### src/sv/aabb_stc_pkg.sv
// ---------------------------------------------------------------------------
// aabb_stc_pkg: shared types and constants for the AABB slot table
// Command and result codes, field widths, controller/datapath structs.
// ---------------------------------------------------------------------------
package aabb_stc_pkg;

	localparam int SLOTS_DEF      = 64;
	localparam int COORD_BITS_DEF = 24;

	localparam int CMD_W  = 3;
	localparam int IDX_W  = 6;
	localparam int TAG_W  = 9;
	localparam int STAT_W = 2;
	localparam int CNT_W  = 7;

	// tag pattern for "no group"
	localparam logic [TAG_W-1:0] TAG_NONE = 9'h1FF;

	typedef enum logic [CMD_W-1:0] {
		CMD_CREATE    = 3'd0,
		CMD_QUERY     = 3'd1,
		CMD_ERASE     = 3'd2,
		CMD_ERASE_TAG = 3'd3,
		CMD_SET_TAG   = 3'd4,
		CMD_READ      = 3'd5
	} cmd_t;

	typedef enum logic [STAT_W-1:0] {
		ST_DONE = 2'd0,
		ST_FULL = 2'd1,
		ST_MISS = 2'd2
	} status_t;

	// how the result beat is built
	typedef enum logic [2:0] {
		RES_ZERO  = 3'd0,
		RES_SLOT  = 3'd1,
		RES_FULL  = 3'd2,
		RES_MISS  = 3'd3,
		RES_COUNT = 3'd4,
		RES_READ  = 3'd5
	} res_kind_t;

	typedef struct packed {
		logic      load;
		logic      rd_en;
		logic      rd_sel_idx;
		logic      create_en;
		logic      sweep_en;
		logic      erase_idx;
		logic      set_tag;
		logic      res_load;
		res_kind_t res_kind;
		logic      out_load;
	} dp_ctrl_t;

	typedef struct packed {
		logic [CMD_W-1:0] cmd;
		logic             scan_end;
		logic             s1_vld;
		logic             s1_hit;
		logic             s1_free;
	} dp_stat_t;

endpackage

### src/sv/aabb_stc_ctrl.sv
// ---------------------------------------------------------------------------
// aabb_stc_ctrl: slot table controller
// Sequences one command at a time: decode, scan, result, output beat.
// ---------------------------------------------------------------------------
module aabb_stc_ctrl (
	input  logic                   clk,
	input  logic                   arst_n,
	input  logic                   in_valid,
	output logic                   in_ready,
	output logic                   out_valid,
	input  logic                   out_ready,
	input  aabb_stc_pkg::dp_stat_t stat,
	output aabb_stc_pkg::dp_ctrl_t ctl
);
	import aabb_stc_pkg::*;

	typedef enum logic [6:0] {
		S_IDLE   = 7'b0000001,
		S_EXEC   = 7'b0000010,
		S_CREATE = 7'b0000100,
		S_QUERY  = 7'b0001000,
		S_SWEEP  = 7'b0010000,
		S_READ   = 7'b0100000,
		S_FIN    = 7'b1000000
	} state_t;

	state_t state_q, state_n;
	logic   out_valid_q;

	assign in_ready  = (state_q == S_IDLE);
	assign out_valid = out_valid_q;

	always_comb begin
		ctl     = '0;
		state_n = state_q;
		case (state_q)
			S_IDLE: begin
				if (in_valid) begin
					ctl.load = 1'b1;
					state_n  = S_EXEC;
				end
			end
			S_EXEC: begin
				case (stat.cmd)
					CMD_CREATE:    state_n = S_CREATE;
					CMD_QUERY:     state_n = S_QUERY;
					CMD_ERASE_TAG: state_n = S_SWEEP;
					CMD_ERASE: begin
						ctl.erase_idx = 1'b1;
						ctl.res_load  = 1'b1;
						ctl.res_kind  = RES_ZERO;
						state_n       = S_FIN;
					end
					CMD_SET_TAG: begin
						ctl.set_tag  = 1'b1;
						ctl.res_load = 1'b1;
						ctl.res_kind = RES_ZERO;
						state_n      = S_FIN;
					end
					CMD_READ: begin
						ctl.rd_en      = 1'b1;
						ctl.rd_sel_idx = 1'b1;
						state_n        = S_READ;
					end
					default: begin
						ctl.res_load = 1'b1;
						ctl.res_kind = RES_ZERO;
						state_n      = S_FIN;
					end
				endcase
			end
			S_CREATE: begin
				ctl.create_en = 1'b1;
				if (stat.s1_free) begin
					ctl.res_load = 1'b1;
					ctl.res_kind = RES_SLOT;
					state_n      = S_FIN;
				end else if (stat.scan_end) begin
					if (!stat.s1_vld) begin
						ctl.res_load = 1'b1;
						ctl.res_kind = RES_FULL;
						state_n      = S_FIN;
					end
				end else begin
					ctl.rd_en = 1'b1;
				end
			end
			S_QUERY: begin
				if (stat.s1_hit) begin
					ctl.res_load = 1'b1;
					ctl.res_kind = RES_SLOT;
					state_n      = S_FIN;
				end else if (stat.scan_end) begin
					if (!stat.s1_vld) begin
						ctl.res_load = 1'b1;
						ctl.res_kind = RES_MISS;
						state_n      = S_FIN;
					end
				end else begin
					ctl.rd_en = 1'b1;
				end
			end
			S_SWEEP: begin
				ctl.sweep_en = 1'b1;
				if (stat.scan_end) begin
					if (!stat.s1_vld) begin
						ctl.res_load = 1'b1;
						ctl.res_kind = RES_COUNT;
						state_n      = S_FIN;
					end
				end else begin
					ctl.rd_en = 1'b1;
				end
			end
			S_READ: begin
				ctl.res_load = 1'b1;
				ctl.res_kind = RES_READ;
				state_n      = S_FIN;
			end
			S_FIN: begin
				if (!out_valid_q || out_ready) begin
					ctl.out_load = 1'b1;
					state_n      = S_IDLE;
				end
			end
			default: state_n = S_IDLE;
		endcase
	end

	always_ff @(posedge clk or negedge arst_n) begin
		if (!arst_n) begin
			state_q     <= S_IDLE;
			out_valid_q <= 1'b0;
		end else begin
			state_q <= state_n;
			if (ctl.out_load)
				out_valid_q <= 1'b1;
			else if (out_ready)
				out_valid_q <= 1'b0;
		end
	end

endmodule

### config.mk
export PLATFORM = sky130hd
export DESIGN_NAME = aabb_stc_ctrl
export DESIGN_NICKNAME = d
export VERILOG_FILES = /design/src/sv/aabb_stc_pkg.sv /design/src/sv/aabb_stc_ctrl.sv
export SDC_FILE = /design/constraint.sdc
export NUM_CORES = 1
export LEC_CHECK = 0
export CAP_MARGIN = 10
export CORE_MARGIN = 1
export CORE_UTILIZATION = 35
export CTS_CLUSTER_SIZE = 25
export DETAILED_ROUTE_END_ITERATION = 8
export DONT_BUFFER_PORTS = 1
export SLEW_MARGIN = 20
export SYNTH_ARGS = -nofsm -noshare
export SYNTH_HDL_FRONTEND = slang
export SYNTH_SLANG_ARGS = --single-unit
### constraint.sdc
create_clock -name clk -period 3.3 [get_ports clk]
set_clock_uncertainty 0.15 [all_clocks]
set_input_delay 0.33 -clock clk [delete_from_list [all_inputs] [get_ports clk]]
set_output_delay 0.33 -clock clk [all_outputs]
set_load 0.02 [all_outputs]
Word-level counts from Yosys, hierarchy flattened. Cells that the tools add are included.

Muxes and demuxes: 35. Reduce and logical (&&, ||, !) cells: 6. Equal/unequal tests: 14.

Operators with widths (count): $pmux W7 S7 (1); $mux W7 (6); $mux W4 (9); $pmux W7 S4 (1); $pmux W4 S5 (1); $mux W1 (14); $eq A7 B1 Y1 const B (1); $eq A7 B2 Y1 const B (1); $eq A7 B3 Y1 const B (1); $eq A7 B4 Y1 const B (1); $eq A7 B5 Y1 const B (1); $eq A7 B6 Y1 const B (1); $eq A7 B7 Y1 const B (1); $eq A3 B2 Y1 const B (2); $eq A3 B3 Y1 const B (2); $mux W2 (2); $ne A2 B2 Y1 const B (2); $pmux W1 S4 (1); $reduce_or A4 Y1 (1); $eq A3 B1 Y1 const B (1); $logic_not A3 Y1 (1); $reduce_and A2 Y1 (1); $reduce_bool A2 Y1 (1); $logic_not A1 Y1 (1); $logic_or A1 B1 Y1 (1).

Bits in registers: 8. Output and inout bits: 14.

Logic depth before layout (Yosys ltp). Gate-level depths: netlist of the first run.

Depth in word-level cells: 5. Mapped depth: 5. Mapped depth without buffers: 4.

Worst setup path after synthesis of the first run. No wires, ideal clock.

Path type: register -> output. Start: register state_q[6]. End: output ctl[4] (netlist name). Setup slack: 1.113 ns. Path buffers: 1. Arrival time: 1.707 ns. Cell stages (with the launch flop): 6. Path through: dfrtp_1 buf_6 or4_4 a211oi_2 a311oi_1 nand2_1.

RTL lines: start, declared (line aabb_stc_ctrl.sv:27) `state_t state_q, state_n;`; start signal, assigned (line aabb_stc_ctrl.sv:135) `state_q <= state_n;`; end, declared (line aabb_stc_ctrl.sv:13) `output aabb_stc_pkg::dp_ctrl_t ctl`.

==> impl_metrics.toml, run 1 <==
[finish]
fin_cells = 106
drive_gt1_share_pct = 18.5
multiInputGateArea_um2 = 429
area_growth_syn_to_layout_pct = 6.74
fillCellCount = 197
nets = 93
diodes = 0
seqCellArea_um2 = 201
final_cell_mix = "11 x nor2_1, 7 x nand2b_1, 7 x dfrtp_1, 5 x nand2_1"
mostFrequentLayoutCell = "nor2_1"

[placement]
portBuffers = 0
place_hpwl_mm = 1.16
dp.cells = 101
gp_congestion = 0.779

[worst_hold_path]
holdPathStages = 1
hold_class = "input port to flip-flop"

[critical_path]
path_delay_family = "simple AND/OR/NAND/NOR gates"
critPathMaxFanout = 9
r2r_start = "state_q[4]$_DFFE_PN0P_"
critPathRequiredTime_ns = 2.82
crit_path_end = "ctl[4]"
crit_start = "state_q[6]$_DFFE_PN0P_"
critical_path.slowest_cell = "or4_4"
crit_path_max_incr_delay_ns = 0.60
crit_type = "flip-flop to output pin"
cp-start-kind = "flip-flop"
crit_chain = "or4_4 -> a211oi_2 -> a311oi_1 -> nand2_1"
ff2ff_path_depth = 3
crit_cells = 4
cp-end-kind = "output pin"
r2r_end = "state_q[2]$_DFFE_PN0P_"
r2r_setup_slack_ns = 1.17
cp.arrival_ns = 2.10
critPathBufInv = 0

[logic_synthesis]
syn-num-nets = 89
avgSynthCellArea_um2 = 8.57
syn_inst = 78
ys_seq_area_share_pct = 30.1
ys_types = 36
syn_area_um2 = 668
yosys_warnings = 0
ys_ff_latch = 8

[clock_tree]
root_buffer = "clkbuf_4"
ctsResizeCount = 0
cts_tree = "done"
cts_sinks = 8
cts_buffers = 3
cts_setup_buffers = 0
insertion_delay_ns = 0.27
h-tree-depth = 1
clk_path_buf_depth = 2
clk_pin_slew_worst_paths_ns = 0.06

[die]
die_h_um = 45.7
die_w_um = 45.7
start_util_pct = 37.9
coreArea_um2 = 1760
rows = 15
io_pins = 25
die-area_um2 = 2090

[global_route]
grt_max_degree = 10
grt_use_total_pct = 16.3
grt_pass1_vias = 535
overflow = 0
grt_pass1_wl_mm = 2.37
grt_antenna_before_repair = 0

[sta]
finalHoldViolCount = 0
fin_tns_setup_ns = 0
slew_headroom_pct = 45.3
worst_pin_slew_ns = 0.814
drv_slew = 0
rsz0062_at_grt = "false"
period_minus_slack_ns = 2.58
fmax_ghz = 0.388
setup_viol = 0
post-route-period-util_pct = 78.2

[power_and_ir_drop]
sw_frac_of_total_pct = 41.8
peakVddDrop_mv = 0.355
cell_internal_pwr_uw = 226
p_per_area_nw_per_um2 = 544
leakage_nw = 0.292
pwr-share-comb_pct = 39.3
p_switching_uw = 162
clkPwrFrac_pct = 22.6
p_seq_share_pct = 38.1
p_total_uw = 388

[status]
status = "complete, no violations"

[detailed_routing]
firstDrtPassIters = 4
postRouteWirelength_mm = 1.57
drcViolationCount = 0
ant_nets = 0
routedWlPerCell_um = 14.8
avgViaCountPerCell = 5.68
vias = 602
first_iter_violations = 14

[run]
cap_violations = 0
## per-layer routing
layer  global-route usage, %  part of all wire [%]  wire length (um)  vias to the layer above
met1                    20.0                    44               691                      278
met3                    6.35                   8.5               133                        4
met4                    7.06                   1.1                17                        0
li1                        -                     -                 -                      296
met2                    25.1                    46               728                       24
met5                       0                     0                 0                        -
## through the flow
step	utilization, %	cell area, um2	worst slack, ns	hold WS, ns
global placement	38.4	677	1.01	-0.115
finish	40.4	713	0.720	0.0460
CTS	40.4	713	0.713	0.0423
global route	40.4	713	0.612	0.0467
detailed placement	38.4	677	1.00	-0.115
floorplan	-	668	1.11	-0.116
## cell usage after synthesis
library cell | instances | share of area, %
nor2b_1 | 2 | 1.9
o31ai_1 | 2 | 2.2
a41o_1 | 1 | 1.5
or2_2 | 1 | 0.94
dfrtp_1 | 7 | 26
a21o_1 | 1 | 1.1
o22ai_2 | 1 | 1.9
o22ai_1 | 1 | 0.94
dfstp_2 | 1 | 3.9
nor4_2 | 1 | 1.9
and2_1 | 2 | 1.9
inv_1 | 4 | 2.2
nor3_4 | 1 | 2.4
or4b_4 | 1 | 2.1
nor3_2 | 1 | 1.5
or4bb_1 | 1 | 1.7
or3_1 | 1 | 0.94
a31o_2 | 1 | 1.3
a32o_1 | 1 | 1.5
a311oi_1 | 1 | 1.3
a211oi_1 | 1 | 1.1
or4_4 | 2 | 3.4
o32ai_1 | 1 | 1.3
nand3_1 | 2 | 1.5
and3b_1 | 1 | 1.3
and4bb_2 | 1 | 1.9
nor4_1 | 1 | 0.94
nand2b_1 | 7 | 6.6
nand4_1 | 1 | 0.94
a211oi_2 | 1 | 1.9
nor2_1 | 11 | 6.2
nand2_1 | 5 | 2.8
o21ai_0 | 3 | 2.2
a21oi_1 | 3 | 2.2
nor3_1 | 4 | 3.0
buf_6 | 2 | 3.4
## final cells by class
| cell class | instances | area share, % |
|---|---|---|
| multi-input cells | 64 | 60.2 |
| flip-flops and latches | 8 | 28.2 |
| inverters | 4 | 2.11 |
| clock buffers | 4 | 3.68 |
| well taps | 25 | 4.39 |
| repair buffers | 1 | 1.40 |
## state kept, by name, summed over array words and instances, names as in the netlist
| name | cells |
|---|---|
| out_valid | 1 |
| state_q | 7 |
## worst min-delay path by stage
| stage | from | endpoint | slack [ns] |
|---|---|---|---|
| floorplan | arst_n | out_valid$_DFFE_PN0P_ | -0.12 |
| global placement | arst_n | state_q[6]$_DFFE_PN0P_ | -0.12 |
| detailed placement | arst_n | state_q[3]$_DFFE_PN0P_ | -0.12 |
| CTS | in_valid | state_q[1]$_DFFE_PN0P_ | 0.04 |
| global route | in_valid | state_q[1]$_DFFE_PN0P_ | 0.05 |
| finish | in_valid | state_q[1]$_DFFE_PN0P_ | 0.05 |
## timing repair
action                     CTS  global route
hold buffers                 1             0
setup endpoints to repair    0             0
hold endpoints to repair     8             0
## cells by family (layout without fill, tap and decap cells)
| kind of cell | count (synthesis) | in the layout | synth area share (%) |
|---|---|---|---|
| flip-flops | 8 | 8 | 30.2 |
| AO/OA/AOI/OAI | 18 | 18 | 20.6 |
| AND/OR/NAND/NOR | 46 | 46 | 43.6 |
| buffers and inverters | 6 | 9 | 5.62 |
## power by group through the flow
| stage | clock [mW] | combinational, mW | sequential, mW |
|---|---|---|---|
| global placement | 0 | 0.147 | 0.148 |
| global route | 0.0937 | 0.163 | 0.151 |
| detailed placement | 0 | 0.147 | 0.148 |
| CTS | 0.0889 | 0.151 | 0.147 |
| finish | 0.0877 | 0.152 | 0.148 |
| floorplan | 0 | 0.140 | 0.138 |
Power figures use the tool's default switching activity.
==> run 2, diff against run 1 <==
ABC_AREA = 1   (was not set)
clock period = 2.6 ns   (was 3.3 ns; I/O delays follow)
==> run 2 against run 1 <==
Effect of this change: non-clock buffer count up 1; routed wire length down 8.0%; first-iteration DRC count unchanged; combinational power grew 36%; sequential share of layout area down 1.1 points; synthesized area fell by 0.37%; critical path depth grew 3; sequential power increased by 17%; register-to-register slack lost 0.15 ns; critical endpoint is now ctl[2]; largest cell class unchanged.
==> impl_metrics.toml, run 2 <==
[die]
die_h_um = 45.6
io_pins = 25
die_w_um = 45.6
rows = 15
start_util_pct = 38.1
coreArea_um2 = 1750
die-area_um2 = 2080

[logic_synthesis]
ys_types = 21
syn-num-nets = 112
synth_edf_count = 0
synth.most_common_cell = "inv_1"
avgSynthCellArea_um2 = 6.59
synth_area_leaders = "dfrtp_1 26%, nand3_1 12%, inv_1 10%, nand2_1 9.6%, nor2_1 7.3%"
async_reset_ff_share_pct = 100
synth_common_cells = "18 x inv_1, 17 x nand2_1, 16 x nand3_1"
syn_area_um2 = 666
yosys_warnings = 0
ys_ff_latch = 8
syn_inst = 101
yosys.area.top_type_share_pct = 26.3
ys_seq_area_share_pct = 30.3
synthFlopType = "dfrtp_1"
yosysTopAreaCell = "dfrtp_1"

[sta]
drv_slew = 0
worst_slack_ns = 0.573
period_minus_slack_ns = 2.03
post-route-period-util_pct = 78.0
rsz0062_at_grt = "false"
worst_pin_slew_ns = 0.636
setup_viol = 0
fmax_ghz = 0.493
finalHoldViolCount = 0
slew_headroom_pct = 57.3
fin_tns_setup_ns = 0

[detailed_routing]
firstDrtPassIters = 5
first_iter_violations = 14
postRouteWirelength_mm = 1.45
drcViolationCount = 0
avgViaCountPerCell = 4.87
ant_nets = 0
routedWlPerCell_um = 10.9
vias = 643

[critical_path]
path_delay_family = "flip-flops"
critPathBufInv = 2
critPathMaxFanout = 6
crit_type = "flip-flop to output pin"
cp.arrival_ns = 1.62
critical_path.slowest_cell = "dfrtp_1"
crit_chain = "nor2_4 -> nand2_4 -> inv_4 -> nand2_4 -> inv_2 -> nand2_2 -> a21oi_2"
critPathRequiredTime_ns = 2.19
r2r_start = "state_q[3]$_DFFE_PN0P_"
cpMostUsedCell = "nand2_4"
r2r_setup_slack_ns = 1.02
r2r_end = "state_q[0]$_DFFE_PN1P_"
cp-start-kind = "flip-flop"
crit_path_max_incr_delay_ns = 0.44
ff2ff_path_depth = 6
cp-end-kind = "output pin"

[placement]
postPlaceCellArea_um2 = 697
preCtsSetupSlack_ns = 0.856
place_hpwl_mm = 1.22
gp_congestion = 0.715
portBuffers = 0

[clock_tree]
cts_sinks = 8
ctsResizeCount = 0
root_buffer = "clkbuf_4"
clk_path_buf_depth = 2
cts_setup_buffers = 0
cts_tree = "done"
clk_pin_slew_worst_paths_ns = 0.06
h-tree-depth = 1
insertion_delay_ns = 0.26
holdBufCountCts = 2
cts_buffers = 3

[worst_hold_path]
hp-start = "stat[4]"
holdPathStages = 2
hold_class = "input port to flip-flop"
min_to = "state_q[4]$_DFFE_PN0P_"

[finish]
diodes = 0
fillCellCount = 197
seqCellArea_um2 = 201
design_area_um2 = 743
nets = 119
top_register = "state_q"
multiInputGateArea_um2 = 383
area_growth_syn_to_layout_pct = 11.7
final_cell_mix = "18 x inv_1, 17 x nand2_1, 16 x nand3_1, 13 x nor2_1, 7 x dfrtp_1"
drive_gt1_share_pct = 19.6
mostFrequentLayoutCell = "inv_1"
largest_register_ffs = 7

[global_route]
overflow = 0
grt_pass1_wl_mm = 2.27
grt_max_degree = 9
use_met3_pct = 5.95
grt_antenna_before_repair = 0
grt-busiest-layer = "met2"
grt_pass1_vias = 537
grt_use_met1_pct = 19.7
grt_use_total_pct = 16.1
met2_usage_pct = 25.1

[status]
status = "complete, no violations"

[power_and_ir_drop]
p_per_area_nw_per_um2 = 652
leakage_nw = 0.371
peakVddDrop_mv = 0.287

[run]
cap_violations = 0
-- run 2: layout make-up --
| type | count | area share (%) |
|---|---|---|
| flip-flops and latches | 8 | 27.1 |
| well taps | 25 | 4.21 |
| repair buffers | 2 | 2.69 |
| inverters | 21 | 10.9 |
| multi-input cells | 72 | 51.5 |
| clock buffers | 4 | 3.54 |
-- run 2: worst max path at each step --
stage          cells past startpoint  slack (ns)     end              startpoint
6_report                           7        0.57  ctl[2]  state_q[4]$_DFFE_PN0P_
3_3_place_gp                       7        0.87  ctl[2]  state_q[4]$_DFFE_PN0P_
5_1_grt                            7        0.47  ctl[4]  state_q[2]$_DFFE_PN0P_
4_1_cts                            7        0.57  ctl[2]  state_q[4]$_DFFE_PN0P_
2_1_floorplan                      7        0.95  ctl[4]  state_q[3]$_DFFE_PN0P_
3_5_place_dp                       7        0.86  ctl[2]  state_q[4]$_DFFE_PN0P_
-- run 2: metrics by stage --
| step | util [%] | power, mW | hold slack [ns] | cells |
|---|---|---|---|---|
| final | 42.6 | 0.485 | 0.00400 | 132 |
| after global routing | 42.6 | 0.526 | 0.0142 | 132 |
| after CTS | 42.6 | 0.490 | 0.00127 | 132 |
| after detailed placement | 39.9 | 0.377 | -0.185 | 126 |
| after global placement | 39.9 | 0.376 | -0.185 | 126 |
| after floorplan | - | 0.347 | -0.186 | 101 |
-- run 2: cell families (layout without fill, tap and decap cells) --
kind of cell / count (synthesis) / count (layout) / share of synthesized area, %
and+or+nand+nor: 64 / 64 / 50.4
buffers and inverters: 21 / 27 / 12.2
AOI/OAI and AO/OA: 8 / 8 / 7.14
DFF: 8 / 8 / 30.3
-- run 2: routing by layer --
layer	wire [um]	vias to the layer above
met2	682	22
met5	0	-
met1	670	286
met3	71	2
met4	20	0
li1	-	333
-- run 2: where the power goes --
part / leakage (nW) / total [mW] / internal [mW] / switching (mW)
registers: 0.107 / 0.173 / 0.151 / 0.0214
logic: 0.249 / 0.206 / 0.0529 / 0.153
clock network: 0.0150 / 0.106 / 0.0590 / 0.0472
total: 0.371 / 0.485 / 0.263 / 0.222
==> run 3, diff against run 2 <==
clock period = 2 ns   (was 2.6 ns; I/O delays follow)
==> run 3 against run 2 <==
Effect of this change: combinational power rose by 50%; non-clock buffer count rose by 6; sequential power rose by 30%; flip-flop and latch count did not move; setup slack got worse by 0.47 ns; register-to-register slack got worse by 0.48 ns; critical endpoint is now ctl[10]; largest cell class unchanged; largest power group unchanged.
==> impl_metrics.toml, run 3 (synthesis gave the netlist of run 2 again) <==
[global_route]
grt_pass1_wl_mm = 2.29
grt_max_degree = 9
overflow = 0
grt_antenna_before_repair = 0
grt_use_total_pct = 16.1
grt_pass1_vias = 549

[critical_path]
cp-end-kind = "output pin"
cp-start-kind = "flip-flop"
r2r_setup_slack_ns = 0.54
critPathMaxFanout = 6
cp.arrival_ns = 1.55
critPathRequiredTime_ns = 1.65
crit_type = "flip-flop to output pin"

[finish]
top_register = "state_q"
nets = 125
area_growth_syn_to_layout_pct = 21.8
fin_cells = 138
drive_gt1_share_pct = 22.1
mostFrequentLayoutCell = "inv_1"
largest_register_ffs = 7
final_cell_mix = "18 x inv_1, 17 x nand2_1, 16 x nand3_1, 13 x nor2_1, 6 x dfrtp_1"
diodes = 0

[power_and_ir_drop]
peakVddDrop_mv = 0.377
p_switching_uw = 298
sw_frac_of_total_pct = 44.5
clkPwrFrac_pct = 20.5
leakage_nw = 0.398
pwr-share-comb_pct = 45.9
p_seq_share_pct = 33.6
p_per_area_nw_per_um2 = 828
cell_internal_pwr_uw = 372

[die]
die-area_um2 = 2080
rows = 15
io_pins = 25
start_util_pct = 38.1
die_w_um = 45.6
coreArea_um2 = 1750
die_h_um = 45.6

[placement]
gp_congestion = 0.766
portBuffers = 0
place_hpwl_mm = 1.24
dp.cells = 129

[detailed_routing]
drcViolationCount = 0
routedWlPerCell_um = 11.2
first_iter_violations = 9
vias = 675
postRouteWirelength_mm = 1.54
firstDrtPassIters = 4
ant_nets = 0
avgViaCountPerCell = 4.89

[run]
cap_violations = 0

[clock_tree]
h-tree-depth = 1
clk_pin_slew_worst_paths_ns = 0.06
cts_tree = "done"
cts_setup_buffers = 0
cts_sinks = 8
insertion_delay_ns = 0.26
clk_path_buf_depth = 2
root_buffer = "clkbuf_4"
cts_buffers = 3

[sta]
drv_slew = 0
worst_pin_slew_ns = 0.479
fmax_ghz = 0.527
setup_viol = 0
slew_headroom_pct = 67.9
finalHoldViolCount = 0
period_minus_slack_ns = 1.90
fin_tns_setup_ns = 0
post-route-period-util_pct = 95.0
rsz0062_at_grt = "false"

[worst_hold_path]
hold_class = "input port to flip-flop"

[status]
status = "complete, no violations"
-- run 3: changes by cell type in the layout (fill, tap and decap cells not counted) --
cell           previous run  this run
a21oi_2                   1         0
a21oi_4                   0         1
buf_4                     0         3
dfrtp_1                   7         6
dfrtp_2                   0         1
dlygate4sd3_1             2         5
nor3_2                    2         1
nor3_4                    0         1
-- run 3: per-layer routing --
layer | routed length, um | global-route usage [%]
met3 | 48 | 4.76
met2 | 748 | 24.3
met5 | 0 | 0
met4 | 19 | 9.09
met1 | 724 | 20.4
-- run 3: repair_timing --
action | 4_1_cts | 5_1_grt
endpoints found under the setup margin | 0 | 3
gates resized for setup | 0 | 3
endpoints found under the hold margin | 12 | 0
hold buffers | 5 | 0
-- run 3: worst max-delay path, cell delays in order (launching register included) --
cell	delay, ns
dfrtp_2	0.44
nor2_4	0.16
nand2_4	0.10
inv_4	0.10
nand2_4	0.07
inv_2	0.14
nand3_1	0.08
nand4_1	0.20
-- run 3: final timing paths --
kind / start / end / cells after the start
max: state_q[4]$_DFFE_PN0P_ / ctl[10] / 7
min in group asynchronous: arst_n / state_q[1]$_DFFE_PN0P_ / 1
max in group asynchronous: arst_n / state_q[0]$_DFFE_PN1P_ / 1
max reg2reg: state_q[0]$_DFFE_PN1P_ / state_q[6]$_DFFE_PN0P_ / 7
min: stat[6] / state_q[5]$_DFFE_PN0P_ / 2
min reg2reg: state_q[0]$_DFFE_PN1P_ / state_q[1]$_DFFE_PN0P_ / 2
-- run 3: per-stage QoR --
stage	power, mW	util (%)	instance area [um2]	hold WS (ns)	worst slack (ns)
2_1_floorplan	0.451	-	666	-0.246	0.412
4_1_cts	0.670	45.6	796	0.000367	0.0404
3_5_place_dp	0.520	41.2	719	-0.245	0.325
5_1_grt	0.717	46.5	811	0.0184	0.0107
6_report	0.671	46.5	811	0.00364	0.101
3_3_place_gp	0.518	41.2	719	-0.245	0.326
-- run 3: power by group through the flow --
stage                     logic (mW)  registers [mW]  clock network [mW]
after detailed placement       0.294           0.226                   0
after CTS                      0.306           0.224               0.140
final                          0.308           0.225               0.138
after global routing           0.337           0.228               0.152
after floorplan                0.230           0.221                   0
after global placement         0.293           0.225                   0
-- run 3: area by class of cell --
class,instances,area (um2)
fill,188,935
multi-input combinational,72,397
timing repair buffer,8,72.6
clock buffer,4,26.3
sequential,8,203
tap,25,31.3
inverter,21,81.3
